### src/sv/hchm_pkg.sv
// ----------------------------------------------------------------------------
// hchm_pkg
// shared types and constants of the hour/code histogram monitor
// ----------------------------------------------------------------------------
package hchm_pkg;

    localparam int HOURS   = 25;
    localparam int CODES   = 100;
    localparam int CNT_W   = 32;
    localparam int THR_W   = 16;
    localparam int HOUR_AW = (HOURS > 1) ? $clog2(HOURS) : 1;
    localparam int CODE_AW = (CODES > 1) ? $clog2(CODES) : 1;
    localparam int CLR_N   = (HOURS > CODES) ? HOURS : CODES;
    localparam int CLR_AW  = (CLR_N > 1) ? $clog2(CLR_N) : 1;
    localparam logic [15:0] THR_RESET = 16'd60;

    typedef struct packed {
        logic [4:0] hour_of_day;
        logic [4:0] day_of_month;
        logic [7:0] code_value;
    } t_in;

    typedef struct packed {
        logic report_needed;
        logic day_rolled;
    } t_out;

    typedef enum logic {
        ALU_INC,
        ALU_CMP
    } t_alu_op;

    typedef enum logic [2:0] {
        S_IDLE,
        S_READ,
        S_INC_H,
        S_INC_C,
        S_SCAN,
        S_SCAN_END,
        S_CLEAR,
        S_DONE
    } t_state;

    // table access request from the sequencer
    typedef struct packed {
        logic               h_re;
        logic [HOUR_AW-1:0] h_raddr;
        logic               h_we;
        logic [HOUR_AW-1:0] h_waddr;
        logic               c_re;
        logic [CODE_AW-1:0] c_raddr;
        logic               c_we;
        logic [CODE_AW-1:0] c_waddr;
        logic [CNT_W-1:0]   wdata;
    } t_tbl_req;

endpackage

### src/sv/hchm_tables.sv
// ----------------------------------------------------------------------------
// hchm_tables
// hour and code counter memories with per-entry valid bits
// ----------------------------------------------------------------------------
module hchm_tables (
    input  logic                          i_clk,
    input  logic                          i_rst_n,
    input  hchm_pkg::t_tbl_req            i_req,
    output logic [hchm_pkg::CNT_W-1:0]    o_h_rdata,
    output logic [hchm_pkg::CNT_W-1:0]    o_c_rdata
);
    import hchm_pkg::*;

    logic [CNT_W-1:0] hour_mem [HOURS];
    logic [CNT_W-1:0] code_mem [CODES];
    logic [HOURS-1:0] r_h_vld;
    logic [CODES-1:0] r_c_vld;
    logic [CNT_W-1:0] r_h_rd;
    logic [CNT_W-1:0] r_c_rd;
    logic             r_h_ok;
    logic             r_c_ok;

    always_ff @(posedge i_clk) begin
        if (i_req.h_we) begin
            hour_mem[i_req.h_waddr] <= i_req.wdata;
        end
        if (i_req.h_re) begin
            r_h_rd <= hour_mem[i_req.h_raddr];
        end
        if (i_req.c_we) begin
            code_mem[i_req.c_waddr] <= i_req.wdata;
        end
        if (i_req.c_re) begin
            r_c_rd <= code_mem[i_req.c_raddr];
        end
    end

    // never-written entries read as zero
    always_ff @(posedge i_clk) begin
        if (!i_rst_n) begin
            r_h_vld <= '0;
            r_c_vld <= '0;
            r_h_ok  <= 1'b0;
            r_c_ok  <= 1'b0;
        end else begin
            if (i_req.h_we) begin
                r_h_vld[i_req.h_waddr] <= 1'b1;
            end
            if (i_req.h_re) begin
                r_h_ok <= r_h_vld[i_req.h_raddr];
            end
            if (i_req.c_we) begin
                r_c_vld[i_req.c_waddr] <= 1'b1;
            end
            if (i_req.c_re) begin
                r_c_ok <= r_c_vld[i_req.c_raddr];
            end
        end
    end

    assign o_h_rdata = r_h_ok ? r_h_rd : '0;
    assign o_c_rdata = r_c_ok ? r_c_rd : '0;

endmodule

### config.mk
export PLATFORM = sky130hd
export DESIGN_NAME = hchm_tables
export DESIGN_NICKNAME = d
export VERILOG_FILES = /design/src/sv/hchm_pkg.sv /design/src/sv/hchm_tables.sv
export SDC_FILE = /design/constraint.sdc
export NUM_CORES = 2
export LEC_CHECK = 0
export CAP_MARGIN = 20
export CORE_MARGIN = 2
export CORE_UTILIZATION = 63
export CTS_CLUSTER_DIAMETER = 100
export DETAILED_ROUTE_END_ITERATION = 7
export DONT_BUFFER_PORTS = 1
export PLACE_DENSITY = 0.79
export SYNTH_ARGS = -nofsm -noshare
export SYNTH_HDL_FRONTEND = slang
export SYNTH_SLANG_ARGS = --single-unit
### constraint.sdc
create_clock -name i_clk -period 4.22 [get_ports i_clk]
set_input_delay 1.055 -clock i_clk [delete_from_list [all_inputs] [get_ports i_clk]]
set_output_delay 1.055 -clock i_clk [all_outputs]
set_load 0.02 [all_outputs]
==> results.yml <==
outcome:
  status: "finished, violations left"
  violations: "design-rule violations"
critical_path:
  path_max_fanout: 84
  cp.arrival_ns: 4.87
  required_ns: 4.90
  critPathLaunchType: "primary input"
  critPathKind: "primary input to flip-flop"
  cp-end-kind: "flip-flop"
  reg2reg_slack_ns: 0.81
  rr_worst_depth: 6
synthesis:
  yosysMostFrequentCell: "edfxtp_1"
  yosys_warnings: 0
  synth_area_mm2: 0.160
  ys.flop_type: "edfxtp_1"
  ys_seq_elements: 4191
  yosys-top-cells-count: "edfxtp_1 (4064), mux4_2 (1130), nor2_1 (159)"
  ys_types: 46
  yosysTopAreaCellShare_pct: 76.5
  synth.yosys.seq_area_share_pct: 78.1
  synth_top_area_cell: "edfxtp_1"
  synth_edf_count: 4064
  syn-num-nets: 6842
  synthCells: 6780
  avgSynthCellArea_um2: 23.5
  ys_top_cells_by_area: "edfxtp_1 (77%), mux4_2 (16%), dfxtp_1 (1.6%)"
  async_reset_ff_share_pct: 0
clock_tree:
  cts_buffers: 409
  ctsHoldBuffers: 0
  ctsLongestPathBuffers: 4
  cts_tree: "done"
  h-tree-depth: 5
  clk_pin_slew_worst_paths_ns: 0.07
  post_cts.repair.setup_buffers: 0
  clkSinkCount: 4191
  clockRootBuffer: "clkbuf_16"
  insertion_delay_ns: 1.01
  cts_resized: 0
floorplan:
  initial_core_util_pct: 63.4
  die_h_um: 507
  num_io_pins: 126
  core_area_mm2: 0.252
  die_width_um: 507
  die_area_mm2: 0.257
  num_rows: 184
sta:
  slew-limit-headroom_pct: 9.07
  fin_crit_ns: 4.18
  fmax_mhz: 239
  rsz0062_at_grt: "no"
  hold_viol_final: 0
  setup_violations: 0
  slew_viol_final: 0
  worstMarginPinSlew_ns: 1.36
  finalClockSkew_ns: 0.116
  setup_ws_ns: 0.0393
  finalCritPeriodShare_pct: 99.1
pwr:
  powerDensity_mw_per_mm2: 479
  p_sw_mw: 17.4
  ir_drop_v: 0.000490
  p_total_mw: 85.5
  pwr-share-seq_pct: 53.9
  comb_power_share_pct: 3.6
  clkPwrFrac_pct: 42.5
  switching_share_pct: 20.3
  p_int_mw: 68.1
  p_leak_nw: 55.1
grt:
  grt_use_total_pct: 33.3
  grt_pass1_vias: 79987
  grt_pass1_wl_mm: 599
  grt_max_degree: 839
  grt_overflow: 0
  antenna_found_initial: 30
layout:
  final_util_pct: 70.9
  drive_above_1_share_pct: 29.5
  fill_cells: 13353
  final_nets: 7105
  areaGrowthSynthToFinish_pct: 11.8
detailed_routing:
  avgViaCountPerCell: 7.37
  drc_errors: 63
  vias: 79149
  drtAntennaViolNets: 0
  firstDrtPassIters: 8
  routed_wl_mm: 435
  drt_iter0_markers: 13582
  wire_per_inst_um: 40.5
placed_design:
  pre_cts_slack_ns: 0.112
  port_buffers: 0
  gp_congestion: 0.885
  dp_hpwl_mm: 198
flow_run:
  drv_cap: 0
worst_hold_path:
  hp-class: "primary input to flip-flop"
  hold_depth: 0
-- area by class of cell --
class                      instances  area [um2]  share of cell area, %
antenna                           22        55.1                 0.0309
inverter                           4        22.5                 0.0126
timing repair buffer             223        2480                   1.39
multi-input combinational       2214       34000                   19.0
clock inverter                   208        2080                   1.16
sequential                      4191      125000                   69.8
tap                             3348        4190                   2.35
clock buffer                     532       11000                   6.19
-- worst max-delay path, stage by stage --
cell and delay, ns:
buf_16 0.53, buf_16 0.43, mux4_2 0.59, a22oi_1 0.31, nand3_1 0.25, a31oi_1 0.99
buf_4 0.32, a211oi_1 0.06
-- power groups by stage --
stage | combinational, mW | sequential [mW] | clock, mW
finish | 3.10 | 46.1 | 36.3
global route | 3.18 | 46.0 | 37.9
CTS | 2.58 | 46.1 | 36.4
detailed placement | 2.51 | 46.9 | 0
global placement | 2.47 | 46.9 | 0
floorplan | 2.29 | 46.9 | 0
-- per-layer routing --
layer | GRT usage [%] | share of wire, % | vias up | routed length, um
li1 | - | - | 29583 | -
met1 | 44.3 | 32 | 41075 | 140000
met2 | 52.6 | 48 | 7154 | 209000
met3 | 8.28 | 14 | 1321 | 59100
met4 | 16.4 | 6.1 | 16 | 26500
met5 | 0 | 0.026 | - | 111
-- flip-flops by register name (all words and copies together) (netlist names) --
register,flops
r_h_ok,1
r_h_rd,32
r_c_ok,1
hour_mem,800
r_c_vld,100
r_c_rd,32
r_h_vld,25
code_mem,3200
-- path summary, 6_finish.rpt --
| check | start | endpoint |
|---|---|---|
| worst max-delay path | i_req[40] | r_c_rd[28] |
| worst min-delay path | i_req[10] | code_mem[16][10] |
| worst max register to register | code_mem[14][28] | r_c_rd[28] |
| worst min register to register | r_h_vld[16] | r_h_vld[16] |
-- logic make-up (layout without fill, tap and decap cells) --
kind of cell / after synthesis / after routing / share of synthesized area [%]
other: 0 / 22 / 0
flip-flops: 4191 / 4191 / 78.1
AND/OR/NAND/NOR: 430 / 430 / 1.32
multiplexers: 1347 / 1347 / 17.4
buffers and inverters: 375 / 967 / 1.24
AO/OA/AOI/OAI: 437 / 437 / 1.94
-- metrics by stage --
step | hold WS (ns) | TNS [ns] | std cells | cell area (um2)
6_report | 0.140 | 0 | 10742 | 178000
5_1_grt | 0.0947 | 0 | 10728 | 178000
4_1_cts | 0.0846 | 0 | 10702 | 178000
3_5_place_dp | 0.449 | 0 | 9962 | 165000
3_3_place_gp | 0.441 | -0.0111 | 9961 | 165000
2_1_floorplan | 0.433 | 0 | 6780 | 160000
-- layout by cell type, fill, tap and decap left out, types with 34 or more instances in the layout --
| cell | Yosys | routed |
|---|---|---|
| buf_12 | 0 | 37 |
| buf_4 | 61 | 167 |
| a22oi_1 | 117 | 117 |
| mux2i_1 | 105 | 104 |
| clkinv_1 | 1 | 71 |
| bufinv_16 | 0 | 38 |
| o21a_1 | 125 | 125 |
| dfxtp_1 | 127 | 127 |
| mux4_2 | 1130 | 1130 |
| nand2_1 | 41 | 41 |
| and2_1 | 68 | 67 |
| edfxtp_1 | 4064 | 4064 |
| a211oi_1 | 34 | 34 |
| mux2_2 | 112 | 112 |
| clkinv_2 | 0 | 68 |
| nor2_4 | 0 | 126 |
| nand3_1 | 68 | 64 |
| clkbuf_1 | 133 | 100 |
| clkbuf_16 | 0 | 427 |
Power figures use the tool's default switching activity.
