**src/sv/hchm_pkg.sv**
```systemverilog
// ----------------------------------------------------------------------------
// hchm_pkg
// shared types and constants of the hour/code histogram monitor
// ----------------------------------------------------------------------------
package hchm_pkg;

    localparam int HOURS   = 25;
    localparam int CODES   = 100;
    localparam int CNT_W   = 32;
    localparam int THR_W   = 16;
    localparam int HOUR_AW = (HOURS > 1) ? $clog2(HOURS) : 1;
    localparam int CODE_AW = (CODES > 1) ? $clog2(CODES) : 1;
    localparam int CLR_N   = (HOURS > CODES) ? HOURS : CODES;
    localparam int CLR_AW  = (CLR_N > 1) ? $clog2(CLR_N) : 1;
    localparam logic [15:0] THR_RESET = 16'd60;

    typedef struct packed {
        logic [4:0] hour_of_day;
        logic [4:0] day_of_month;
        logic [7:0] code_value;
    } t_in;

    typedef struct packed {
        logic report_needed;
        logic day_rolled;
    } t_out;

    typedef enum logic {
        ALU_INC,
        ALU_CMP
    } t_alu_op;

    typedef enum logic [2:0] {
        S_IDLE,
        S_READ,
        S_INC_H,
        S_INC_C,
        S_SCAN,
        S_SCAN_END,
        S_CLEAR,
        S_DONE
    } t_state;

    // table access request from the sequencer
    typedef struct packed {
        logic               h_re;
        logic [HOUR_AW-1:0] h_raddr;
        logic               h_we;
        logic [HOUR_AW-1:0] h_waddr;
        logic               c_re;
        logic [CODE_AW-1:0] c_raddr;
        logic               c_we;
        logic [CODE_AW-1:0] c_waddr;
        logic [CNT_W-1:0]   wdata;
    } t_tbl_req;

endpackage

```
**src/sv/hchm_ctrl.sv**
```systemverilog
// ----------------------------------------------------------------------------
// hchm_ctrl
// sequencer: increment, day compare, hour scan and table clear sweep
// ----------------------------------------------------------------------------
module hchm_ctrl (
    input  logic                          i_clk,
    input  logic                          i_rst_n,
    input  logic                          i_in_valid,
    output logic                          o_in_ready,
    input  hchm_pkg::t_in                 i_in,
    output logic                          o_out_valid,
    input  logic                          i_out_ready,
    output hchm_pkg::t_out                o_out,
    output hchm_pkg::t_tbl_req            o_req,
    output hchm_pkg::t_alu_op             o_alu_op,
    output logic                          o_alu_sel_code,
    input  logic [hchm_pkg::CNT_W-1:0]    i_alu_sum,
    input  logic                          i_alu_above
);
    import hchm_pkg::*;

    t_state             r_state, n_state;
    logic [HOUR_AW-1:0] r_hour_a;
    logic [CODE_AW-1:0] r_code_a;
    logic               r_hour_ok;
    logic               r_code_ok;
    logic [4:0]         r_last_day;
    logic               r_roll;
    logic               r_report;
    logic [HOUR_AW-1:0] r_idx;
    logic               r_pend;
    logic [CLR_AW-1:0]  r_cnt;
    logic               accept;
    logic               scan_last;
    logic               clr_last;
    logic               do_cmp;

    assign accept    = i_in_valid && (r_state == S_IDLE);
    assign scan_last = (r_idx == HOUR_AW'(HOURS - 1));
    assign clr_last  = (r_cnt == CLR_AW'(CLR_N - 1));
    assign do_cmp    = ((r_state == S_SCAN) && r_pend) || (r_state == S_SCAN_END);

    // next state
    always_comb begin
        n_state = r_state;
        case (r_state)
            S_IDLE:     if (i_in_valid) n_state = S_READ;
            S_READ:     n_state = S_INC_H;
            S_INC_H:    n_state = S_INC_C;
            S_INC_C:    n_state = r_roll ? S_SCAN : S_DONE;
            S_SCAN:     if (scan_last) n_state = S_SCAN_END;
            S_SCAN_END: n_state = S_CLEAR;
            S_CLEAR:    if (clr_last) n_state = S_DONE;
            S_DONE:     if (i_out_ready) n_state = S_IDLE;
            default:    n_state = S_IDLE;
        endcase
    end

    // outputs
    always_comb begin
        o_req          = '0;
        o_alu_op       = ALU_CMP;
        o_alu_sel_code = 1'b0;
        o_in_ready     = 1'b0;
        o_out_valid    = 1'b0;
        case (r_state)
            S_IDLE: begin
                o_in_ready = 1'b1;
            end
            S_READ: begin
                o_req.h_re    = r_hour_ok;
                o_req.h_raddr = r_hour_a;
                o_req.c_re    = r_code_ok;
                o_req.c_raddr = r_code_a;
            end
            S_INC_H: begin
                o_alu_op      = ALU_INC;
                o_req.h_we    = r_hour_ok;
                o_req.h_waddr = r_hour_a;
                o_req.wdata   = i_alu_sum;
            end
            S_INC_C: begin
                o_alu_op       = ALU_INC;
                o_alu_sel_code = 1'b1;
                o_req.c_we     = r_code_ok;
                o_req.c_waddr  = r_code_a;
                o_req.wdata    = i_alu_sum;
            end
            S_SCAN: begin
                o_req.h_re    = 1'b1;
                o_req.h_raddr = r_idx;
            end
            S_SCAN_END: begin
                o_alu_op = ALU_CMP;
            end
            S_CLEAR: begin
                o_req.h_we    = ({1'b0, r_cnt} < (CLR_AW + 1)'(HOURS));
                o_req.h_waddr = r_cnt[HOUR_AW-1:0];
                o_req.c_we    = ({1'b0, r_cnt} < (CLR_AW + 1)'(CODES));
                o_req.c_waddr = r_cnt[CODE_AW-1:0];
                o_req.wdata   = '0;
            end
            S_DONE: begin
                o_out_valid = 1'b1;
            end
            default: begin
                o_in_ready = 1'b0;
            end
        endcase
    end

    always_ff @(posedge i_clk) begin
        if (!i_rst_n) begin
            r_state    <= S_IDLE;
            r_last_day <= '0;
            r_roll     <= 1'b0;
            r_report   <= 1'b0;
            r_pend     <= 1'b0;
            r_idx      <= '0;
            r_cnt      <= '0;
            r_hour_ok  <= 1'b0;
            r_code_ok  <= 1'b0;
        end else begin
            r_state <= n_state;
            if (accept) begin
                r_hour_ok  <= ({1'b0, i_in.hour_of_day} < 6'(HOURS));
                r_code_ok  <= ({1'b0, i_in.code_value} < 9'(CODES));
                r_roll     <= (r_last_day != 5'd0) && (r_last_day != i_in.day_of_month);
                r_last_day <= i_in.day_of_month;
                r_report   <= 1'b0;
            end
            if (r_state == S_INC_C) begin
                r_idx  <= '0;
                r_pend <= 1'b0;
            end
            if (r_state == S_SCAN) begin
                r_pend <= 1'b1;
                r_idx  <= r_idx + 1'b1;
            end
            if (do_cmp && i_alu_above) begin
                r_report <= 1'b1;
            end
            if (r_state == S_SCAN_END) begin
                r_cnt <= '0;
            end
            if (r_state == S_CLEAR) begin
                r_cnt <= r_cnt + 1'b1;
            end
        end
    end

    // address registers carry payload only
    always_ff @(posedge i_clk) begin
        if (accept) begin
            r_hour_a <= i_in.hour_of_day[HOUR_AW-1:0];
            r_code_a <= i_in.code_value[CODE_AW-1:0];
        end
    end

    assign o_out.report_needed = r_report;
    assign o_out.day_rolled    = r_roll;

endmodule

```
**config.mk**
```make
export PLATFORM = sky130hd
export DESIGN_NAME = hchm_ctrl
export DESIGN_NICKNAME = d
export VERILOG_FILES = /design/src/sv/hchm_pkg.sv /design/src/sv/hchm_ctrl.sv
export SDC_FILE = /design/constraint.sdc
export NUM_CORES = 1
export LEC_CHECK = 0
export BUFFER_PORTS_ARGS = -buffer_cell sky130_fd_sc_hd__buf_2
export CAP_MARGIN = 20
export CORE_MARGIN = 3
export CORE_UTILIZATION = 49
export DETAILED_ROUTE_END_ITERATION = 6
export MAX_ROUTING_LAYER = met4
export PLACE_DENSITY = 0.85
export SYNTH_ARGS = -nofsm -noshare
export SYNTH_HDL_FRONTEND = slang
export SYNTH_SLANG_ARGS = --single-unit
```
**constraint.sdc**
```tcl
create_clock -name i_clk -period 2.2 [get_ports i_clk]
set_clock_uncertainty 0.05 [all_clocks]
set_input_delay 0.44 -clock i_clk [delete_from_list [all_inputs] [get_ports i_clk]]
set_output_delay 0.44 -clock i_clk [all_outputs]
set_load 0.02 [all_outputs]
```
==> out/metrics.cfg, run 1 <==
[run_status]
run_status = finished clean

[clock_network]
post-cts-setup-buffers = 0
cts.sinks = 37
root_buffer = clkbuf_8
post_cts_resize_count = 2
ctsLongestPathBuffers = 2
cts_made_buffers = 5
path_clk_slew_ns = 0.07
worstSkewPairLatency_ns = 0.29
hold_buffers = 0
cts_tree = yes
cts_htree_levels = 2

[floorplan]
core_um2 = 4530
rows = 24
die_y_um = 75.7
io_pins = 121
die_area_um2 = 5740
initial_utilization = 0.526
die_x_um = 75.7

[placed_design]
dpl.cell_count = 454
pre_cts_ws_ns = 0.257
dp_hpwl_um = 5010
routabilityCongestion = 0.866
place_area_um2 = 3010
numPortBuffers = 120

[drt]
via_count = 2481
vias_per_cell = 5.37
ant_nets = 0
dr.pass1.iters = 4
drc = 0
wl_per_cell_um = 14.6
drt_iter0_markers = 189
wirelength_um = 6730

[synthesis]
yosysWarnings = 0
synth_seq_area_share = 0.361
synth_edf_count = 12
yosysMostFrequentCell = and2_1
synthDistinctLibCells = 48
synth-seq-cells = 37
syn_avg_cell_area_um2 = 8.45
async_reset_ff_frac = 0
syn_nets = 340
synthCells = 282
syn_area_um2 = 2380
synth_top_area_frac = 0.210
synthTopCellsByCount = 43 x and2_1, 27 x nand2_1, 25 x dfxtp_1
yosys_most_used_dff = dfxtp_1
synth_top_cell_by_area = dfxtp_1
synthTopCellsByArea = dfxtp_1 21%, edfxtp_1 15%, and2_1 11%

[setup_path]
worstSetupStartpointType = flop
crit_type = reg2out
cp.arrival_ns = 1.60
cp.required_ns = 1.71
worstPathMaxFanout = 14
critPathCaptureType = output pin

[grt]
antenna_found_initial = 0
grt_max_degree = 34
grt_pass1_vias = 2091
grt_pass1_wl_um = 9850
grt_use_total = 0.232
grt_overflow_total = 0

[sta]
holdWs_ns = 0.276
slew_headroom = 0.717
fin_crit_ns = 2.09
rsz0062_at_grt = false
tightestPinTransition_ns = 0.425
finalWorstSetupSlack_ns = 0.106
final.period_utilization = 0.952
finalHoldViolCount = 0
setup_viol = 0
maxSlewViolCount = 0
setup_tns_ns = 0
fmaxAchievable_mhz = 477

[layout]
fin_cells = 462
n_antenna_cell = 0
area_delta_synth_final_pct = 31.2
final_util = 0.690
nNetsFinal = 454
fin_area_um2 = 3130
layout-drive-gt1-share = 0.365

[power]
finalPower_mw = 2.06
p_leak_nw = 1.48
powerDensity_nw_per_um2 = 660
vdd_drop_max_mv = 0.559

[job]
drv_cap = 0

[min_path]
holdCritPathClass = in2reg

[critical path: stages, from the launching register on]
cell and delay, ns:
dfxtp_2 0.50, buf_4 0.26, and4bb_4 0.29, a21o_1 0.11, buf_2 0.16
[path summary, 6_finish.rpt]
check	cells after the start	endpoint	slack, ns	startpoint
hold / removal	1	r_code_a[1]$_DFFE_PP_	0.28	i_in[1]
setup / recovery	4	o_req[56]	0.11	r_state[2]$_SDFFE_PN0P_
hold reg to reg	2	r_pend$_SDFFE_PN0P_	0.45	r_pend$_SDFFE_PN0P_
setup reg to reg	5	r_state[0]$_SDFFE_PN0P_	0.43	r_cnt[0]$_SDFFE_PN0P_
[state kept, by name, summed over array words and instances (netlist names)]
name	flops
r_cnt	7
r_code_a	7
r_code_ok	1
r_hour_a	5
r_hour_ok	1
r_idx	5
r_last_day	5
r_pend	1
r_report	1
r_roll	1
r_state	3
[cell usage in the layout (no fill, tap or decap), drive strengths merged, types with 11 or more instances in the layout]
cell type,count
a22oi,13
dfxtp,25
nor2,20
and2,43
nor2b,15
edfxtp,12
nand2,28
buf,130
a21oi,11
[power breakdown]
group,internal (mW),switching [mW]
logic,0.260,0.407
clock network,0.333,0.249
registers,0.763,0.0503
total,1.36,0.706
[final cells by class]
cell class / count / area [um^2]
clock inverter: 3 / 41.3
clock buffer: 5 / 68.8
multi-input combinational: 214 / 1360
timing repair buffer: 130 / 679
sequential: 37 / 866
tap: 65 / 81.3
inverter: 8 / 30.0
fill: 361 / 1410
[cell families after synthesis]
logic type / Yosys count / synth area share
xor gates and xnor gates: 5 / 0.0184
and+or+nand+nor: 140 / 0.327
muxes: 10 / 0.0425
AOI/OAI and AO/OA: 56 / 0.167
adders and majority gates: 3 / 0.0157
buffers and inverters: 31 / 0.0682
DFF: 37 / 0.361
[routing by layer]
metal | wire length, um | vias to the layer above | track usage
li1 | - | 1203 | -
met1 | 2710 | 1130 | 0.288
met2 | 3260 | 137 | 0.380
met3 | 652 | 11 | 0.0475
met4 | 104 | 0 | 0.0680
met5 | 0 | - | -
Power figures use the tool's default switching activity.
==> inputs of run 2 (changes only) <==
CELL_PAD_IN_SITES_DETAIL_PLACEMENT = 2   (was not set)
CELL_PAD_IN_SITES_GLOBAL_PLACEMENT = 2   (was not set)
CORE_UTILIZATION = 27   (was 49)
PLACE_DENSITY = not set   (was 0.85)
PLACE_DENSITY_LB_ADDON = 0.15   (was not set)
==> out/metrics.cfg, run 2 (synthesis results as in run 1) <==
[floorplan]
io_pins = 121
die_y_um = 100
initial_utilization = 0.284
die_area_um2 = 9990
die_x_um = 100
rows = 33
core_um2 = 8380

[layout]
nNetsFinal = 457
reg_top3 = r_cnt (7), r_code_a (7)
fin_cells = 505
area_delta_synth_final_pct = 33.6
mostFrequentLayoutCells = 120 x buf_2, 43 x and2_1, 27 x nand2_1, 22 x dfxtp_1, 20 x nor2_1
n_antenna_cell = 0
final_common_cell = buf_2
layout-drive-gt1-share = 0.375

[power]
powerDensity_nw_per_um2 = 631
p_leak_nw = 1.48
finalPower_mw = 2.01
vdd_drop_max_mv = 0.339

[placed_design]
numPortBuffers = 120
dp_hpwl_um = 6940
dpl.cell_count = 497
pre_cts_ws_ns = 0.284
routabilityCongestion = 0.757

[setup_path]
cp_top_family = compound AO/OA/AOI/OAI gates
slowest_delay_ns = 0.42
cp.required_ns = 1.71
worst-path-buf-inv = 1
worstSetupStartpointType = flop
crit_type = reg2out
worstPathMaxFanout = 8
cp.arrival_ns = 1.62
crit_slowest_cell = dfxtp_1
r2r_slack_ns = 0.52
worstPathCellList = o311ai_0 > nand3_1 > a21oi_1 > buf_2
critPathCaptureType = output pin

[job]
drv_cap = 0

[grt]
grt_pass1_vias = 2618
grt_max_degree = 34
grt_use_total = 0.183
grt_overflow_total = 0
grt_pass1_wl_um = 14100
antenna_found_initial = 0

[clock_network]
cts_made_buffers = 5
ctsLongestPathBuffers = 2
cts.sinks = 37
path_clk_slew_ns = 0.08
cts_htree_levels = 2
root_buffer = clkbuf_8
post-cts-setup-buffers = 0
cts_tree = yes
worstSkewPairLatency_ns = 0.29

[drt]
ant_nets = 0
drt_iter0_markers = 116
dr.pass1.iters = 4
vias_per_cell = 5.05
wl_per_cell_um = 17.7
wirelength_um = 8940
via_count = 2548
drc = 0

[sta]
setup_tns_ns = 0
rsz0062_at_grt = false
fin_crit_ns = 2.11
finalWorstSetupSlack_ns = 0.0858
tightestPinTransition_ns = 0.469
maxSlewViolCount = 0
setup_viol = 0
finalHoldViolCount = 0
holdWs_ns = 0.274
fmaxAchievable_mhz = 473
slew_headroom = 0.687
final.period_utilization = 0.961

[run_status]
run_status = finished clean

[min_path]
holdCritPathClass = in2reg

==> run 2: worst register-to-register path, delay by kind of cell (launching register included) <==
family,cells,cell delay (ns)
simple gates,2,0.34
compound gates,2,0.32
flops,1,0.53
fa+ha+maj,1,0.36
==> run 2: layer usage <==
layer,track usage,vias up,wire (um)
li1,-,1209,-
met1,0.224,1264,3880
met2,0.319,71,4580
met3,0.0292,4,426
met4,0.0389,0,57
met5,-,-,0
==> run 2: final timing paths <==
| path | depth (start not counted) | to | start |
|---|---|---|---|
| hold / removal | 1 | r_code_a[1]$_DFFE_PP_ | i_in[1] |
| setup reg to reg | 5 | r_state[0]$_SDFFE_PN0P_ | r_cnt[0]$_SDFFE_PN0P_ |
| setup / recovery | 4 | o_req[53] | r_cnt[0]$_SDFFE_PN0P_ |
| hold reg to reg | 2 | r_pend$_SDFFE_PN0P_ | r_pend$_SDFFE_PN0P_ |
==> run 2: timing repair <==
| item | 4_1_cts | 5_1_grt |
|---|---|---|
| hold buffers | 0 | 0 |
| gates cloned | 0 | 0 |
| endpoints found under the setup margin | 34 | 42 |
| resized for setup | 2 | 7 |
==> run 2: final cells by class <==
class	instances	area, um^2
Sequential cell	37	865
Inverter	8	30.0
Tap cell	105	131
Clock inverter	1	7.51
Timing Repair Buffer	133	713
Fill cell	1011	5200
Multi-Input combinational cell	214	1360
Clock buffer	7	76.3
==> run 2: stage by stage <==
step / instance area [um^2] / utilization
finish: 3190 / 0.380
global route: 3190 / 0.380
CTS: 3170 / 0.378
detailed placement: 3080 / 0.368
global placement: 3080 / 0.368
floorplan: 2380 / -
==> run 2: power by group <==
group	switching (mW)	internal [mW]	total, mW
Sequential	0.0544	0.763	0.817
Combinational	0.432	0.272	0.703
Clock	0.265	0.225	0.490
==> inputs of run 3 (changes only) <==
CELL_PAD_IN_SITES_DETAIL_PLACEMENT = 1   (was 2)
CELL_PAD_IN_SITES_GLOBAL_PLACEMENT = 1   (was 2)
CORE_UTILIZATION = 35   (was 27)
==> out/metrics.cfg, run 3 (synthesis results as in run 1) <==
[drt]
vias_per_cell = 5.22
wl_per_cell_um = 16.2
via_count = 2486
dr_wl_met2_um = 3650
top_layer = met4
ant_nets = 0
wl_met1_um = 3460
dr.pass1.iters = 4
wl_met3_um = 519
drt_iter0_markers = 104
drc = 0
wirelength_um = 7710

[clock_network]
ctsLongestPathBuffers = 2
root_buffer = clkbuf_8
cts_tree = yes
path_clk_slew_ns = 0.08
post-cts-setup-buffers = 0
worstSkewPairLatency_ns = 0.29
cts_made_buffers = 5
cts_htree_levels = 2
cts.sinks = 37

[power]
vdd_drop_max_mv = 0.357
finalPower_mw = 2.11
powerDensity_nw_per_um2 = 656
p_leak_nw = 1.50

[placed_design]
numPortBuffers = 120
routabilityCongestion = 0.798
dp_hpwl_um = 5710

[grt]
grt_pass1_vias = 2360
antenna_found_initial = 0
grt_max_degree = 37
grt_use_total = 0.193
grt_overflow_total = 0
grt_pass1_wl_um = 11500

[floorplan]
die_area_um2 = 7840
die_x_um = 88.5
core_um2 = 6460
initial_utilization = 0.369
rows = 29
die_y_um = 88.5
io_pins = 121

[sta]
maxSlewViolCount = 0
final.period_utilization = 0.953
holdWs_ns = 0.269
fin_crit_ns = 2.10
setup_viol = 0
rsz0062_at_grt = false
slew_headroom = 0.700
tightestPinTransition_ns = 0.449
setup_tns_ns = 0
finalHoldViolCount = 0
fmaxAchievable_mhz = 477

[layout]
layout-drive-gt1-share = 0.376
final_util = 0.498
nFillCells = 820
mostFrequentLayoutCells = 119 x buf_2, 43 x and2_1, 27 x nand2_1, 23 x dfxtp_1, 19 x nor2_1
area_delta_synth_final_pct = 35.1
reg_top3 = r_cnt (7), r_code_a (7)
final_common_cell = buf_2
nNetsFinal = 456
n_antenna_cell = 0

[setup_path]
cp.required_ns = 1.71
worstPathMaxFanout = 14
critPathCaptureType = output pin
cp.arrival_ns = 1.61
crit_type = reg2out
worstSetupStartpointType = flop

[run_status]
run_status = finished clean

[min_path]
holdCritPathClass = in2reg

[job]
drv_cap = 0

==> run 3: where the power goes <==
part,switching (mW),internal [mW],total [mW]
sequential,0.0448,0.762,0.807
combinational,0.434,0.279,0.713
clock,0.259,0.334,0.593
total,0.738,1.37,2.11
==> run 3: worst max-delay path: stages, from the launching register on <==
cell,delay [ns]
dfxtp_4,0.40
buf_6,0.18
nor2b_4,0.17
buf_4,0.17
a22oi_1,0.09
nor2_1,0.12
buf_2,0.18
==> run 3: stage by stage <==
step                setup WS, ns  cells  area [um^2]
floorplan                  0.343    282         2380
global placement          0.0867    467         3040
detailed placement       0.00354    467         3040
CTS                      0.00102    475         3170
global route             0.00416    476         3220
finish                     0.102    476         3220
==> run 3: timing repair <==
item,CTS,global route
resized for setup,5,7
hold buffers,0,0
endpoints found under the setup margin,22,54
cloned,0,1
==> run 3: path summary, 6_finish.rpt <==
check	startpoint	to	slack [ns]	cells after the start
hold / removal	i_in[1]	r_code_a[1]$_DFFE_PP_	0.27	1
setup reg to reg	r_cnt[1]$_SDFFE_PN0P_	r_state[0]$_SDFFE_PN0P_	0.49	5
hold reg to reg	r_pend$_SDFFE_PN0P_	r_pend$_SDFFE_PN0P_	0.44	2
setup / recovery	r_state[2]$_SDFFE_PN0P_	o_req[55]	0.10	6
==> run 3: layout make-up <==
type	count	area [um^2]	share of cell area
Timing Repair Buffer	132	731	0.227
Sequential cell	37	866	0.269
Tap cell	77	96.3	0.0299
Clock buffer	5	68.8	0.0214
Inverter	8	30.0	0.00933
Multi-Input combinational cell	214	1390	0.431
Clock inverter	3	41.3	0.0128
==> run 3: per-layer routing <==
| layer | global-route usage | up-vias |
|---|---|---|
| met3 | 0.0326 | 7 |
| met1 | 0.250 | 1180 |
| met2 | 0.311 | 92 |
| met5 | - | - |
| met4 | 0.0495 | 0 |
| li1 | - | 1207 |
