[config.mk]
export PLATFORM = sky130hd
export DESIGN_NAME = hchm_alu
export DESIGN_NICKNAME = d
export VERILOG_FILES = /design/src/sv/hchm_pkg.sv /design/src/sv/hchm_alu.sv
export SDC_FILE = /design/constraint.sdc
export NUM_CORES = 1
export LEC_CHECK = 0
export BUFFER_PORTS_ARGS = -buffer_cell sky130_fd_sc_hd__buf_2
export CORE_ASPECT_RATIO = 0.7
export CORE_MARGIN = 2
export CORE_UTILIZATION = 46
export DETAILED_ROUTE_END_ITERATION = 8
export PLACE_DENSITY = 0.81
export SLEW_MARGIN = 40
export SYNTH_ARGS = -nofsm -noshare
export SYNTH_HDL_FRONTEND = slang
export SYNTH_SLANG_ARGS = --single-unit
export TNS_END_PERCENT = 20
[constraint.sdc]
create_clock -name vclk -period 4.1
set_clock_uncertainty 0.15 [all_clocks]
set_input_delay 0.82 -clock vclk [all_inputs]
set_output_delay 0.82 -clock vclk [all_outputs]
set_load 0.02 [all_outputs]
[src/sv/hchm_pkg.sv]
// ----------------------------------------------------------------------------
// hchm_pkg
// shared types and constants of the hour/code histogram monitor
// ----------------------------------------------------------------------------
package hchm_pkg;

    localparam int HOURS   = 25;
    localparam int CODES   = 100;
    localparam int CNT_W   = 32;
    localparam int THR_W   = 16;
    localparam int HOUR_AW = (HOURS > 1) ? $clog2(HOURS) : 1;
    localparam int CODE_AW = (CODES > 1) ? $clog2(CODES) : 1;
    localparam int CLR_N   = (HOURS > CODES) ? HOURS : CODES;
    localparam int CLR_AW  = (CLR_N > 1) ? $clog2(CLR_N) : 1;
    localparam logic [15:0] THR_RESET = 16'd60;

    typedef struct packed {
        logic [4:0] hour_of_day;
        logic [4:0] day_of_month;
        logic [7:0] code_value;
    } t_in;

    typedef struct packed {
        logic report_needed;
        logic day_rolled;
    } t_out;

    typedef enum logic {
        ALU_INC,
        ALU_CMP
    } t_alu_op;

    typedef enum logic [2:0] {
        S_IDLE,
        S_READ,
        S_INC_H,
        S_INC_C,
        S_SCAN,
        S_SCAN_END,
        S_CLEAR,
        S_DONE
    } t_state;

    // table access request from the sequencer
    typedef struct packed {
        logic               h_re;
        logic [HOUR_AW-1:0] h_raddr;
        logic               h_we;
        logic [HOUR_AW-1:0] h_waddr;
        logic               c_re;
        logic [CODE_AW-1:0] c_raddr;
        logic               c_we;
        logic [CODE_AW-1:0] c_waddr;
        logic [CNT_W-1:0]   wdata;
    } t_tbl_req;

endpackage

[src/sv/hchm_alu.sv]
// ----------------------------------------------------------------------------
// hchm_alu
// shared 32-bit adder: counter increment or compare against threshold
// ----------------------------------------------------------------------------
module hchm_alu (
    input  hchm_pkg::t_alu_op             i_op,
    input  logic [hchm_pkg::CNT_W-1:0]    i_a,
    input  logic [hchm_pkg::THR_W-1:0]    i_thr,
    output logic [hchm_pkg::CNT_W-1:0]    o_sum,
    output logic                          o_above
);
    import hchm_pkg::*;

    logic [CNT_W-1:0] b_op;
    logic             cin;
    logic [CNT_W:0]   sum;

    // compare: a + ~b = a - b - 1, carry out set when a > b
    assign b_op = (i_op == ALU_CMP) ? ~{{(CNT_W-THR_W){1'b0}}, i_thr} : '0;
    assign cin  = (i_op == ALU_INC);
    assign sum  = {1'b0, i_a} + {1'b0, b_op} + {{CNT_W{1'b0}}, cin};

    assign o_sum   = sum[CNT_W-1:0];
    assign o_above = sum[CNT_W];

endmodule

==> results of run 1 <==
-- cell type report --
type | count | area [um^2] | share of cell area (%)
inverter | 13 | 48.8 | 1.44
tap | 52 | 65.1 | 1.91
timing repair buffer | 159 | 1080 | 31.7
multi-input combinational | 245 | 2210 | 64.9
-- metrics by stage --
stage / setup TNS [ns] / setup WS, ns / total power, W / cells
finish: -2.18 / -0.294 / 0.000679 / 469
global route: -3.20 / -0.351 / 0.000710 / 469
CTS: -0.494 / -0.108 / 0.000590 / 462
detailed placement: -2.77 / -0.340 / 0.000534 / 452
global placement: -1.53 / -0.198 / 0.000521 / 452
floorplan: -0.0122 / -0.0110 / 0.000332 / 264
-- worst min path at each step --
stage	cells past startpoint	endpoint	slack, ns	from
finish	4	o_sum[0]	1.94	i_op
global route	4	o_sum[0]	1.94	i_op
CTS	4	o_sum[0]	1.88	i_op
detailed placement	4	o_sum[31]	1.93	i_a[31]
global placement	4	o_sum[0]	1.93	i_a[0]
floorplan	1	o_sum[1]	1.74	i_a[1]
-- Yosys cell counts, types with 2 or more instances --
library cell	n
nor2b_1	20
xnor2_1	17
nand2_1	18
o21bai_1	3
inv_1	13
ha_1	32
or2_2	3
nor3_1	8
a31oi_1	2
nand4_1	5
buf_2	2
o221ai_1	2
o31ai_1	2
clkbuf_1	4
nor4_1	2
xor2_1	10
o211a_1	2
nor2_1	15
a211oi_1	2
nand3_1	8
a21oi_1	33
nand2b_1	6
o21a_1	2
a21o_1	12
and3_1	3
o311ai_4	2
a21boi_0	2
o21ai_0	12
-- timing repair --
item	in CTS	in global routing
endpoints found under the setup margin	16	19
resized for setup	51	40
pin swaps	31	35
buffers inserted	9	7
hold endpoints to repair	0	0
cloned	1	0
-- power by group through the flow --
stage / sequential [W] / combinational (W) / clock (W)
finish: 0 / 0.000679 / 0
global route: 0 / 0.000710 / 0
CTS: 0 / 0.000590 / 0
detailed placement: 0 / 0.000534 / 0
global placement: 0 / 0.000521 / 0
floorplan: 0 / 0.000332 / 0
-- cells by family after synthesis --
| kind of cell | after synthesis | synth area share (%) |
|---|---|---|
| xor gates and xnor gates | 27 | 12.6 |
| and+or+nand+nor | 95 | 27.0 |
| AOI/OAI and AO/OA | 90 | 34.0 |
| adders and majority gates | 33 | 22.4 |
| buffers and inverters | 19 | 3.94 |
-- metal layers --
| layer | vias up | global-route usage (%) |
|---|---|---|
| met2 | 329 | 57.1 |
| met1 | 1384 | 41.9 |
| met5 | - | 0 |
| met3 | 102 | 4.43 |
| met4 | 0 | 18.6 |
| li1 | 1286 | - |
==> tab_implementation.tex, run 1 <==
\begin{tabular}{lr}
\hline
Metric & Value \\
\hline
\multicolumn{2}{l}{\textbf{STA}} \\
Fraction of the cycle the final worst path needs & 107\% \\
Final Worst Setup Slack & -0.294 ns \\
Final hold violations & 0 \\
Slew margin rel. & 69.3\% \\
Final Max Slew Viols & 0 \\
Worst-Margin Slew & 0.457 ns \\
Peak clock frequency supported by timing & 228 MHz \\
Post-layout min period & 4.39 ns \\
Unrepaired setup endpoints after global routing & yes \\
Worst hold slack across all endpoints & 1.94 ns \\
Setup-violating endpoint count in the final report & 16 \\
\multicolumn{2}{l}{\textbf{Outcome}} \\
Violated checks & setup timing \\
Outcome & complete, but fails checks \\
\multicolumn{2}{l}{\textbf{Floorplan}} \\
Placement row count & 19 \\
Die Y & 57.4 um \\
Die X & 80.3 um \\
Initial core utilization & 47.8\% \\
DIE AREA & 4610 um\^{}2 \\
Core area & 3920 um\^{}2 \\
\# IOs & 82 \\
\multicolumn{2}{l}{\textbf{Power}} \\
P\_int & 0.000305 W \\
Sequential cell fraction of total power & 0\% \\
Relative contribution of combinational cells to total power & 100.0\% \\
Max rail drop VDD & 146 uV \\
Static power due to leakage & 1.71 nW \\
Clk network pwr share & 0\% \\
Power density over the cells & 200 nW/um\^{}2 \\
Net load switching power & 0.000374 W \\
Switching share of power & 55.1\% \\
\multicolumn{2}{l}{\textbf{Layout}} \\
Count of inserted antenna diode cells & 0 \\
Fin nets & 501 \\
Fraction of final layout cells sized beyond drive strength 1 & 54.0\% \\
Commonest non-fill, non-tap cells in the layout & buf\_4, buf\_2, a21oi\_1, ha\_1, nand2\_1 \\
Num sequential & 0 \\
Layout overhead on the synthesized area & 81.4\% \\
Leading cell type in the layout, fill and taps excluded & buf\_4 \\
Clock tree buffer count of the final layout & 0 \\
Utilization of the core after routing & 86.6\% \\
Finished Cell Area & 3400 um\^{}2 \\
Number of inserted filler cells in the final layout & 185 \\
Sequential cell area & 0 um\^{}2 \\
\multicolumn{2}{l}{\textbf{GRT}} \\
Global routing usage summed across all routing layers & 33.9\% \\
GRT Residual Overflow & 0 \\
Largest net degree at the start of global routing & 13 \\
Number of antenna violations at the first check in global routing & 0 \\
Number of global-route vias before repair & 2,743 \\
First-pass GRT wire length & 12,500 um \\
\multicolumn{2}{l}{\textbf{Critical path}} \\
Critical Path AT & 3.42 ns \\
Data required time of the critical path & 3.13 ns \\
Endpoint of the worst setup timing path & o\_above \\
Critical path's top delay family & simple AND/OR/NAND/NOR gates \\
Library cell appearing most often on the critical path & buf\_6 \\
Standard cell with the maximum stage delay on the critical path & nor4\_2 \\
Series of cell instances along the critical path & buf\_12, buf\_6, buf\_4, ha\_1, nand4\_1, nor4\_2, a21o\_1, a21oi\_2, a21oi\_4, a32oi\_2, o211a\_1, nor3\_4, buf\_6 \\
Number of buffer and inverter stages on the critical path & 4 \\
Max stage delay on crit path & 0.50 ns \\
Crit-path max FO & 6 \\
WS Path Type & in2out \\
Path length in cells of the critical path & 13 \\
CP Capture Type & primary output \\
Start point of the critical path & i\_op \\
Crit start category & input pin \\
\multicolumn{2}{l}{\textbf{Detailed routing}} \\
DR top layer & met4 \\
Final routed wire length divided by cell count & 20.7 um \\
Number of search-and-repair iterations in the first detailed-routing pass & 6 \\
Number of vias after detailed routing & 3,101 \\
Post-detailed-route count of antenna-violating nets & 0 \\
M1 wire length & 3580 um \\
Number of vias per cell & 6.61 \\
Wire length on met3 & 1110 um \\
Detailed-routed wire length on met2 & 4240 um \\
Drc violations & 0 \\
Number of DRC violations after detailed-routing iteration 0 & 328 \\
DRT Wirelength & 9690 um \\
\multicolumn{2}{l}{\textbf{Synth}} \\
Mean instance size in the synthesized netlist & 7.09 um\^{}2 \\
Yosys top cell area share & 21.4\% \\
Total nets after synthesis & 346 \\
Synth area leader & ha\_1 \\
Number of distinct standard cells referenced by the synthesized netlist & 50 \\
Sequential share of the synthesized area & 0\% \\
Count of yosys warnings during synthesis & 0 \\
Number of instances in the synthesized netlist & 264 \\
Netlist area before placement & 1870 um\^{}2 \\
Top cells by area in the synthesized netlist & ha\_1, a21oi\_1, xnor2\_1 \\
\multicolumn{2}{l}{\textbf{Place}} \\
Placement-stage cell area & 2820 um\^{}2 \\
Gpl congestion & 0.905 \\
Number of port buffers & 82 \\
Final HPWL DP & 5170 um \\
\multicolumn{2}{l}{\textbf{Clocking}} \\
Post-cts hold buffer count & 0 \\
\multicolumn{2}{l}{\textbf{Worst hold path}} \\
Worst Hold Class & in2out \\
\multicolumn{2}{l}{\textbf{Flow run}} \\
Total of max-cap violations & 0 \\
\hline
\end{tabular}
No activity file was read; power rests on OpenSTA's default activity.
==> run 2: changes to the inputs <==
- SETUP_SLACK_MARGIN: unset -> 0.2
==> tab_implementation.tex, run 2 (synthesized netlist as in run 1, its figures left out) <==
\begin{tabular}{lr}
\hline
Metric & Value \\
\hline
\multicolumn{2}{l}{\textbf{Outcome}} \\
Outcome & complete, but fails checks \\
Violated checks & setup timing \\
\multicolumn{2}{l}{\textbf{STA}} \\
Final Max Slew Viols & 0 \\
Post-layout min period & 4.43 ns \\
Worst-Margin Slew & 0.416 ns \\
Unrepaired setup endpoints after global routing & yes \\
Final hold violations & 0 \\
Setup-violating endpoint count in the final report & 16 \\
Final Worst Setup Slack & -0.332 ns \\
Slew margin rel. & 72.0\% \\
Worst hold slack across all endpoints & 1.97 ns \\
Fraction of the cycle the final worst path needs & 108\% \\
Peak clock frequency supported by timing & 226 MHz \\
\multicolumn{2}{l}{\textbf{GRT}} \\
GRT Residual Overflow & 0 \\
Largest net degree at the start of global routing & 13 \\
Number of antenna violations at the first check in global routing & 1 \\
First-pass GRT wire length & 13,400 um \\
Number of global-route vias before repair & 2,901 \\
Global routing usage summed across all routing layers & 36.6\% \\
\multicolumn{2}{l}{\textbf{Worst hold path}} \\
Worst Hold Class & in2out \\
\multicolumn{2}{l}{\textbf{Layout}} \\
Num sequential & 0 \\
Sequential cell area & 0 um\^{}2 \\
Layout overhead on the synthesized area & 92.6\% \\
Finished Cell Area & 3610 um\^{}2 \\
Clock tree buffer count of the final layout & 0 \\
Fraction of final layout cells sized beyond drive strength 1 & 59.1\% \\
Leading cell type in the layout, fill and taps excluded & buf\_4 \\
Commonest non-fill, non-tap cells in the layout & buf\_4, buf\_2, a21oi\_1, ha\_1, ha\_4 \\
Fin nets & 507 \\
\multicolumn{2}{l}{\textbf{Place}} \\
Gpl congestion & 0.938 \\
Placement-stage cell area & 2840 um\^{}2 \\
Final HPWL DP & 5130 um \\
Number of port buffers & 82 \\
\multicolumn{2}{l}{\textbf{Critical path}} \\
WS Path Type & in2out \\
CP Capture Type & primary output \\
Crit-path max FO & 8 \\
Crit start category & input pin \\
Critical Path AT & 3.46 ns \\
Data required time of the critical path & 3.13 ns \\
\multicolumn{2}{l}{\textbf{Power}} \\
Power density over the cells & 209 nW/um\^{}2 \\
Max rail drop VDD & 140 uV \\
Static power due to leakage & 1.75 nW \\
\multicolumn{2}{l}{\textbf{Floorplan}} \\
DIE AREA & 4610 um\^{}2 \\
Core area & 3920 um\^{}2 \\
Placement row count & 19 \\
Die X & 80.3 um \\
Initial core utilization & 47.8\% \\
Die Y & 57.4 um \\
\# IOs & 82 \\
\multicolumn{2}{l}{\textbf{Detailed routing}} \\
Detailed-routed wire length on met2 & 5000 um \\
DR top layer & met4 \\
Number of vias per cell & 7.01 \\
Number of vias after detailed routing & 3,336 \\
Number of DRC violations after detailed-routing iteration 0 & 524 \\
Number of search-and-repair iterations in the first detailed-routing pass & 6 \\
Final routed wire length divided by cell count & 24.8 um \\
M1 wire length & 4070 um \\
DRT Wirelength & 11,800 um \\
Post-detailed-route count of antenna-violating nets & 0 \\
Drc violations & 0 \\
Wire length on met3 & 1570 um \\
\multicolumn{2}{l}{\textbf{Flow run}} \\
Total of max-cap violations & 0 \\
\multicolumn{2}{l}{\textbf{Clocking}} \\
Post-cts hold buffer count & 0 \\
\hline
\end{tabular}
run 2: cell count changes in the layout (fill, tap and decap cells not counted), moves of 3 or more:
cell	previous run	this run
buf_6	6	11
ha_4	9	15
buf_2	68	65
ha_1	22	17
nor2b_2	0	3
run 2: critical path: stages:
cell     delay, ns
buf_16        0.12
buf_8         0.14
nor2b_1       0.14
ha_1          0.38
a21oi_2       0.23
o21ai_0       0.13
a211o_1       0.38
nor3_4        0.27
a21oi_4       0.14
a21o_1        0.23
a21oi_2       0.14
xnor2_1       0.14
buf_2         0.19
run 2: report_power, final:
part	leakage (nW)	internal (W)	total, W	switching, W
combinational	1.75	0.000337	0.000755	0.000418
sequential	0	0	0	0
clock	0.00000634	0.0000000000330	0.0000000000330	0
run 2: routing by layer:
metal | GRT usage (%) | vias to the layer above
met3 | 7.12 | 167
met1 | 45.5 | 1469
li1 | - | 1301
met2 | 61.3 | 399
met4 | 16.7 | 0
met5 | 0 | -
run 2: final timing paths:
check / cells past startpoint / from / end
worst max-delay path: 13 / i_op / o_sum[24]
worst min-delay path: 4 / i_a[0] / o_sum[0]
run 2: layout make-up:
type / count / area, um^2
Timing Repair Buffer: 165 / 1160
Antenna cell: 1 / 2.50
Fill cell: 130 / 315
Inverter: 13 / 48.8
Tap cell: 52 / 65.1
Multi-Input combinational cell: 245 / 2330
run 2: what timing repair did:
item | in CTS | in global routing
pin swaps | 44 | 38
setup endpoints to repair | 22 | 22
buffers inserted | 12 | 9
gates cloned | 1 | 0
resized for setup | 81 | 39
run 2: metrics by stage:
stage | setup TNS [ns] | setup slack [ns] | std cells | utilization (%) | power (W)
final | -2.53 | -0.332 | 476 | 92.0 | 0.000755
after global routing | -2.99 | -0.342 | 475 | 91.9 | 0.000774
after CTS | -0.274 | -0.115 | 466 | 86.1 | 0.000627
after detailed placement | -3.01 | -0.286 | 453 | 72.4 | 0.000538
after global placement | -1.63 | -0.188 | 453 | 72.4 | 0.000525
after floorplan | 0 | 0.0361 | 264 | - | 0.000335
==> run 3: changes to the inputs <==
- CORE_UTILIZATION: 46 -> 51
- PLACE_DENSITY: 0.81 -> 0.85
- RECOVER_POWER: unset -> 50
- TNS_END_PERCENT: 20 -> unset
- clock period: 4.1 -> 4.09 ns (I/O delays scaled with it)
==> tab_implementation.tex, run 3 <==
\begin{tabular}{lr}
\hline
Metric & Value \\
\hline
\multicolumn{2}{l}{\textbf{Outcome}} \\
Outcome & stopped before the end \\
Stopping stage & 4\_1\_cts \\
First error line in the log & [ERROR DPL-0038] Utilization greater than 100\%, impossible to legalize \\
\multicolumn{2}{l}{\textbf{Floorplan}} \\
\# IOs & 82 \\
Placement row count & 18 \\
Die X & 76.4 um \\
Initial core utilization & 53.3\% \\
Die Y & 54.7 um \\
\multicolumn{2}{l}{\textbf{Place}} \\
Gpl congestion & 0.874 \\
Number of port buffers & 82 \\
Placement-stage cell area & 3020 um\^{}2 \\
Final HPWL DP & 5830 um \\
\multicolumn{2}{l}{\textbf{Clocking}} \\
Resized cells post-CTS & 81 \\
Post-cts hold buffer count & 0 \\
Number of buffers inserted to repair setup after CTS & 18 \\
\multicolumn{2}{l}{\textbf{Synth}} \\
Count of yosys warnings during synthesis & 0 \\
Yosys top cell area share & 21.4\% \\
Mean instance size in the synthesized netlist & 7.09 um\^{}2 \\
Number of instances in the synthesized netlist & 264 \\
Most common cell in the synthesized netlist & a21oi\_1 \\
Top cells by area in the synthesized netlist & ha\_1, a21oi\_1, xnor2\_1 \\
Netlist area before placement & 1870 um\^{}2 \\
Area fraction in compound gates after synthesis & 34.0\% \\
Total nets after synthesis & 346 \\
Post-Synth XOR/XNOR Area & 12.6\% \\
Sequential share of the synthesized area & 0\% \\
Mux cell area share after synthesis & 0\% \\
Dominant combinational cell family by area after synthesis & compound AO/OA/AOI/OAI gates \\
Arithmetic-cell share of the synthesized area counting full adders, half adders and majority gates & 22.4\% \\
Most frequent cells after synthesis & a21oi\_1, ha\_1, nor2b\_1 \\
Post-Synth Simple-Gate Area & 27.0\% \\
Number of distinct standard cells referenced by the synthesized netlist & 50 \\
Synth area leader & ha\_1 \\
\hline
\end{tabular}
run 3: cell counts after synthesis:
No cell type changed its count.
run 3: cells by family after synthesis:
kind of cell | Yosys count
AO/OA/AOI/OAI | 90
XOR/XNOR | 27
adder cells (fa/ha/maj) | 33
buffers and inverters | 19
AND/OR/NAND/NOR | 95
run 3: stage by stage:
step	worst slack, ns	hold slack [ns]	cells	utilization, %
detailed placement	-0.409	1.95	466	86.0
floorplan	0.0301	1.74	264	-
global placement	-0.238	1.92	466	86.0
==> run 4: changes to the inputs <==
- CORE_ASPECT_RATIO: 0.7 -> unset
- CORE_UTILIZATION: 51 -> 40
- PLACE_DENSITY: 0.85 -> unset
- PLACE_DENSITY_LB_ADDON: unset -> 0.15
- SETUP_SLACK_MARGIN: 0.2 -> unset
==> tab_implementation.tex, run 4 (synthesized netlist as in run 1, its figures left out) <==
\begin{tabular}{lr}
\hline
Metric & Value \\
\hline
\multicolumn{2}{l}{\textbf{Critical path}} \\
Number of buffer and inverter stages on the critical path & 3 \\
WS Path Type & in2out \\
CP Capture Type & primary output \\
Series of cell instances along the critical path & buf\_12, nor2b\_4, ha\_4, or2b\_1, fa\_2, a21o\_1, nand3\_2, a211oi\_4, buf\_4, o31ai\_4, o21ai\_2, a21o\_1, a21oi\_2, xnor2\_2, buf\_4 \\
Max stage delay on crit path & 0.36 ns \\
Critical Path AT & 3.31 ns \\
Data required time of the critical path & 3.12 ns \\
Critical path's top delay family & compound AO/OA/AOI/OAI gates \\
Crit-path max FO & 6 \\
Standard cell with the maximum stage delay on the critical path & fa\_2 \\
Crit start category & input pin \\
\multicolumn{2}{l}{\textbf{GRT}} \\
First-pass GRT wire length & 9850 um \\
Number of global-route vias before repair & 2,375 \\
Number of antenna violations at the first check in global routing & 0 \\
Global routing usage summed across all routing layers & 22.0\% \\
Largest net degree at the start of global routing & 13 \\
GRT Residual Overflow & 0 \\
\multicolumn{2}{l}{\textbf{Detailed routing}} \\
Post-detailed-route count of antenna-violating nets & 0 \\
Number of search-and-repair iterations in the first detailed-routing pass & 4 \\
Final routed wire length divided by cell count & 15.3 um \\
DRT Wirelength & 7100 um \\
Number of vias per cell & 5.50 \\
Number of DRC violations after detailed-routing iteration 0 & 120 \\
Drc violations & 0 \\
Number of vias after detailed routing & 2,554 \\
\multicolumn{2}{l}{\textbf{Place}} \\
Number of port buffers & 82 \\
Worst Setup Slack post-DPL & -0.284 ns \\
DP Cell Count & 449 \\
Final HPWL DP & 4510 um \\
Placement-stage cell area & 2810 um\^{}2 \\
Gpl congestion & 0.878 \\
\multicolumn{2}{l}{\textbf{Outcome}} \\
Outcome & complete, but fails checks \\
Violated checks & setup timing \\
\multicolumn{2}{l}{\textbf{Layout}} \\
Number of inserted filler cells in the final layout & 306 \\
Finished Cell Area & 3520 um\^{}2 \\
Count of inserted antenna diode cells & 0 \\
Layout overhead on the synthesized area & 88.2\% \\
Fin nets & 496 \\
Num sequential & 0 \\
Fin cells & 464 \\
Leading cell type in the layout, fill and taps excluded & buf\_4 \\
Commonest non-fill, non-tap cells in the layout & buf\_4, buf\_2, a21oi\_1, ha\_1, xnor2\_1 \\
Fraction of final layout cells sized beyond drive strength 1 & 52.9\% \\
Clock tree buffer count of the final layout & 0 \\
Sequential cell area & 0 um\^{}2 \\
\multicolumn{2}{l}{\textbf{STA}} \\
Final hold violations & 0 \\
Setup-violating endpoint count in the final report & 6 \\
Worst hold slack across all endpoints & 1.95 ns \\
Post-layout min period & 4.27 ns \\
Slew margin rel. & 72.2\% \\
Worst-Margin Slew & 0.417 ns \\
Unrepaired setup endpoints after global routing & yes \\
Final Worst Setup Slack & -0.184 ns \\
Final Max Slew Viols & 0 \\
Peak clock frequency supported by timing & 234 MHz \\
Fraction of the cycle the final worst path needs & 104\% \\
\multicolumn{2}{l}{\textbf{Power}} \\
Power density over the cells & 187 nW/um\^{}2 \\
Net load switching power & 0.000354 W \\
Static power due to leakage & 1.66 nW \\
Sequential cell fraction of total power & 0\% \\
P\_int & 0.000306 W \\
Clk network pwr share & 0\% \\
Relative contribution of combinational cells to total power & 100.0\% \\
Max rail drop VDD & 115 uV \\
Switching share of power & 53.6\% \\
\multicolumn{2}{l}{\textbf{Floorplan}} \\
Placement row count & 24 \\
Initial core utilization & 42.1\% \\
Core area & 4440 um\^{}2 \\
\# IOs & 82 \\
DIE AREA & 5250 um\^{}2 \\
Die Y & 72.4 um \\
Die X & 72.4 um \\
\multicolumn{2}{l}{\textbf{Clocking}} \\
Post-cts hold buffer count & 0 \\
\multicolumn{2}{l}{\textbf{Worst hold path}} \\
Worst Hold Class & in2out \\
\multicolumn{2}{l}{\textbf{Flow run}} \\
Total of max-cap violations & 0 \\
\hline
\end{tabular}
run 4: what timing repair did:
action	4_1_cts	5_1_grt
resized for setup	65	45
pin swaps	35	27
buffers inserted	9	6
gates cloned	1	0
endpoints found under the setup margin	14	15
run 4: path summary, 6_finish.rpt:
check	start	endpoint	slack (ns)	cells past startpoint
worst min-delay path	i_a[0]	o_sum[0]	1.95	4
worst max-delay path	i_op	o_sum[18]	-0.18	15
run 4: through the flow:
stage	setup TNS (ns)	util, %	power (W)
CTS	-0.525	72.9	0.000594
floorplan	-0.00226	-	0.000335
global route	-1.24	79.3	0.000706
finish	-0.528	79.3	0.000660
global placement	-1.67	63.1	0.000518
detailed placement	-2.33	63.1	0.000523
run 4: cell type report:
type / instances / area (um^2) / area share [%]
tap: 52 / 65.1 / 1.85
inverter: 13 / 48.8 / 1.38
multi-input combinational: 245 / 2350 / 66.8
timing repair buffer: 154 / 1060 / 30.0
run 4: per-layer routing:
| metal | part of all wire (%) | GRT usage, % | up-vias | routed length, um |
|---|---|---|---|---|
| met4 | 1.5 | 2.67 | 0 | 107 |
| met5 | 0 | 0 | - | 0 |
| li1 | - | - | 1275 | - |
| met1 | 39 | 25.9 | 1193 | 2780 |
| met2 | 56 | 44.5 | 74 | 3960 |
| met3 | 3.5 | 1.11 | 12 | 250 |
run 4: power by group through the flow:
stage	Sequential (W)	Clock, W	Combinational, W
global route	0	0	0.000706
global placement	0	0	0.000518
finish	0	0	0.000660
floorplan	0	0	0.000335
detailed placement	0	0	0.000523
CTS	0	0	0.000594
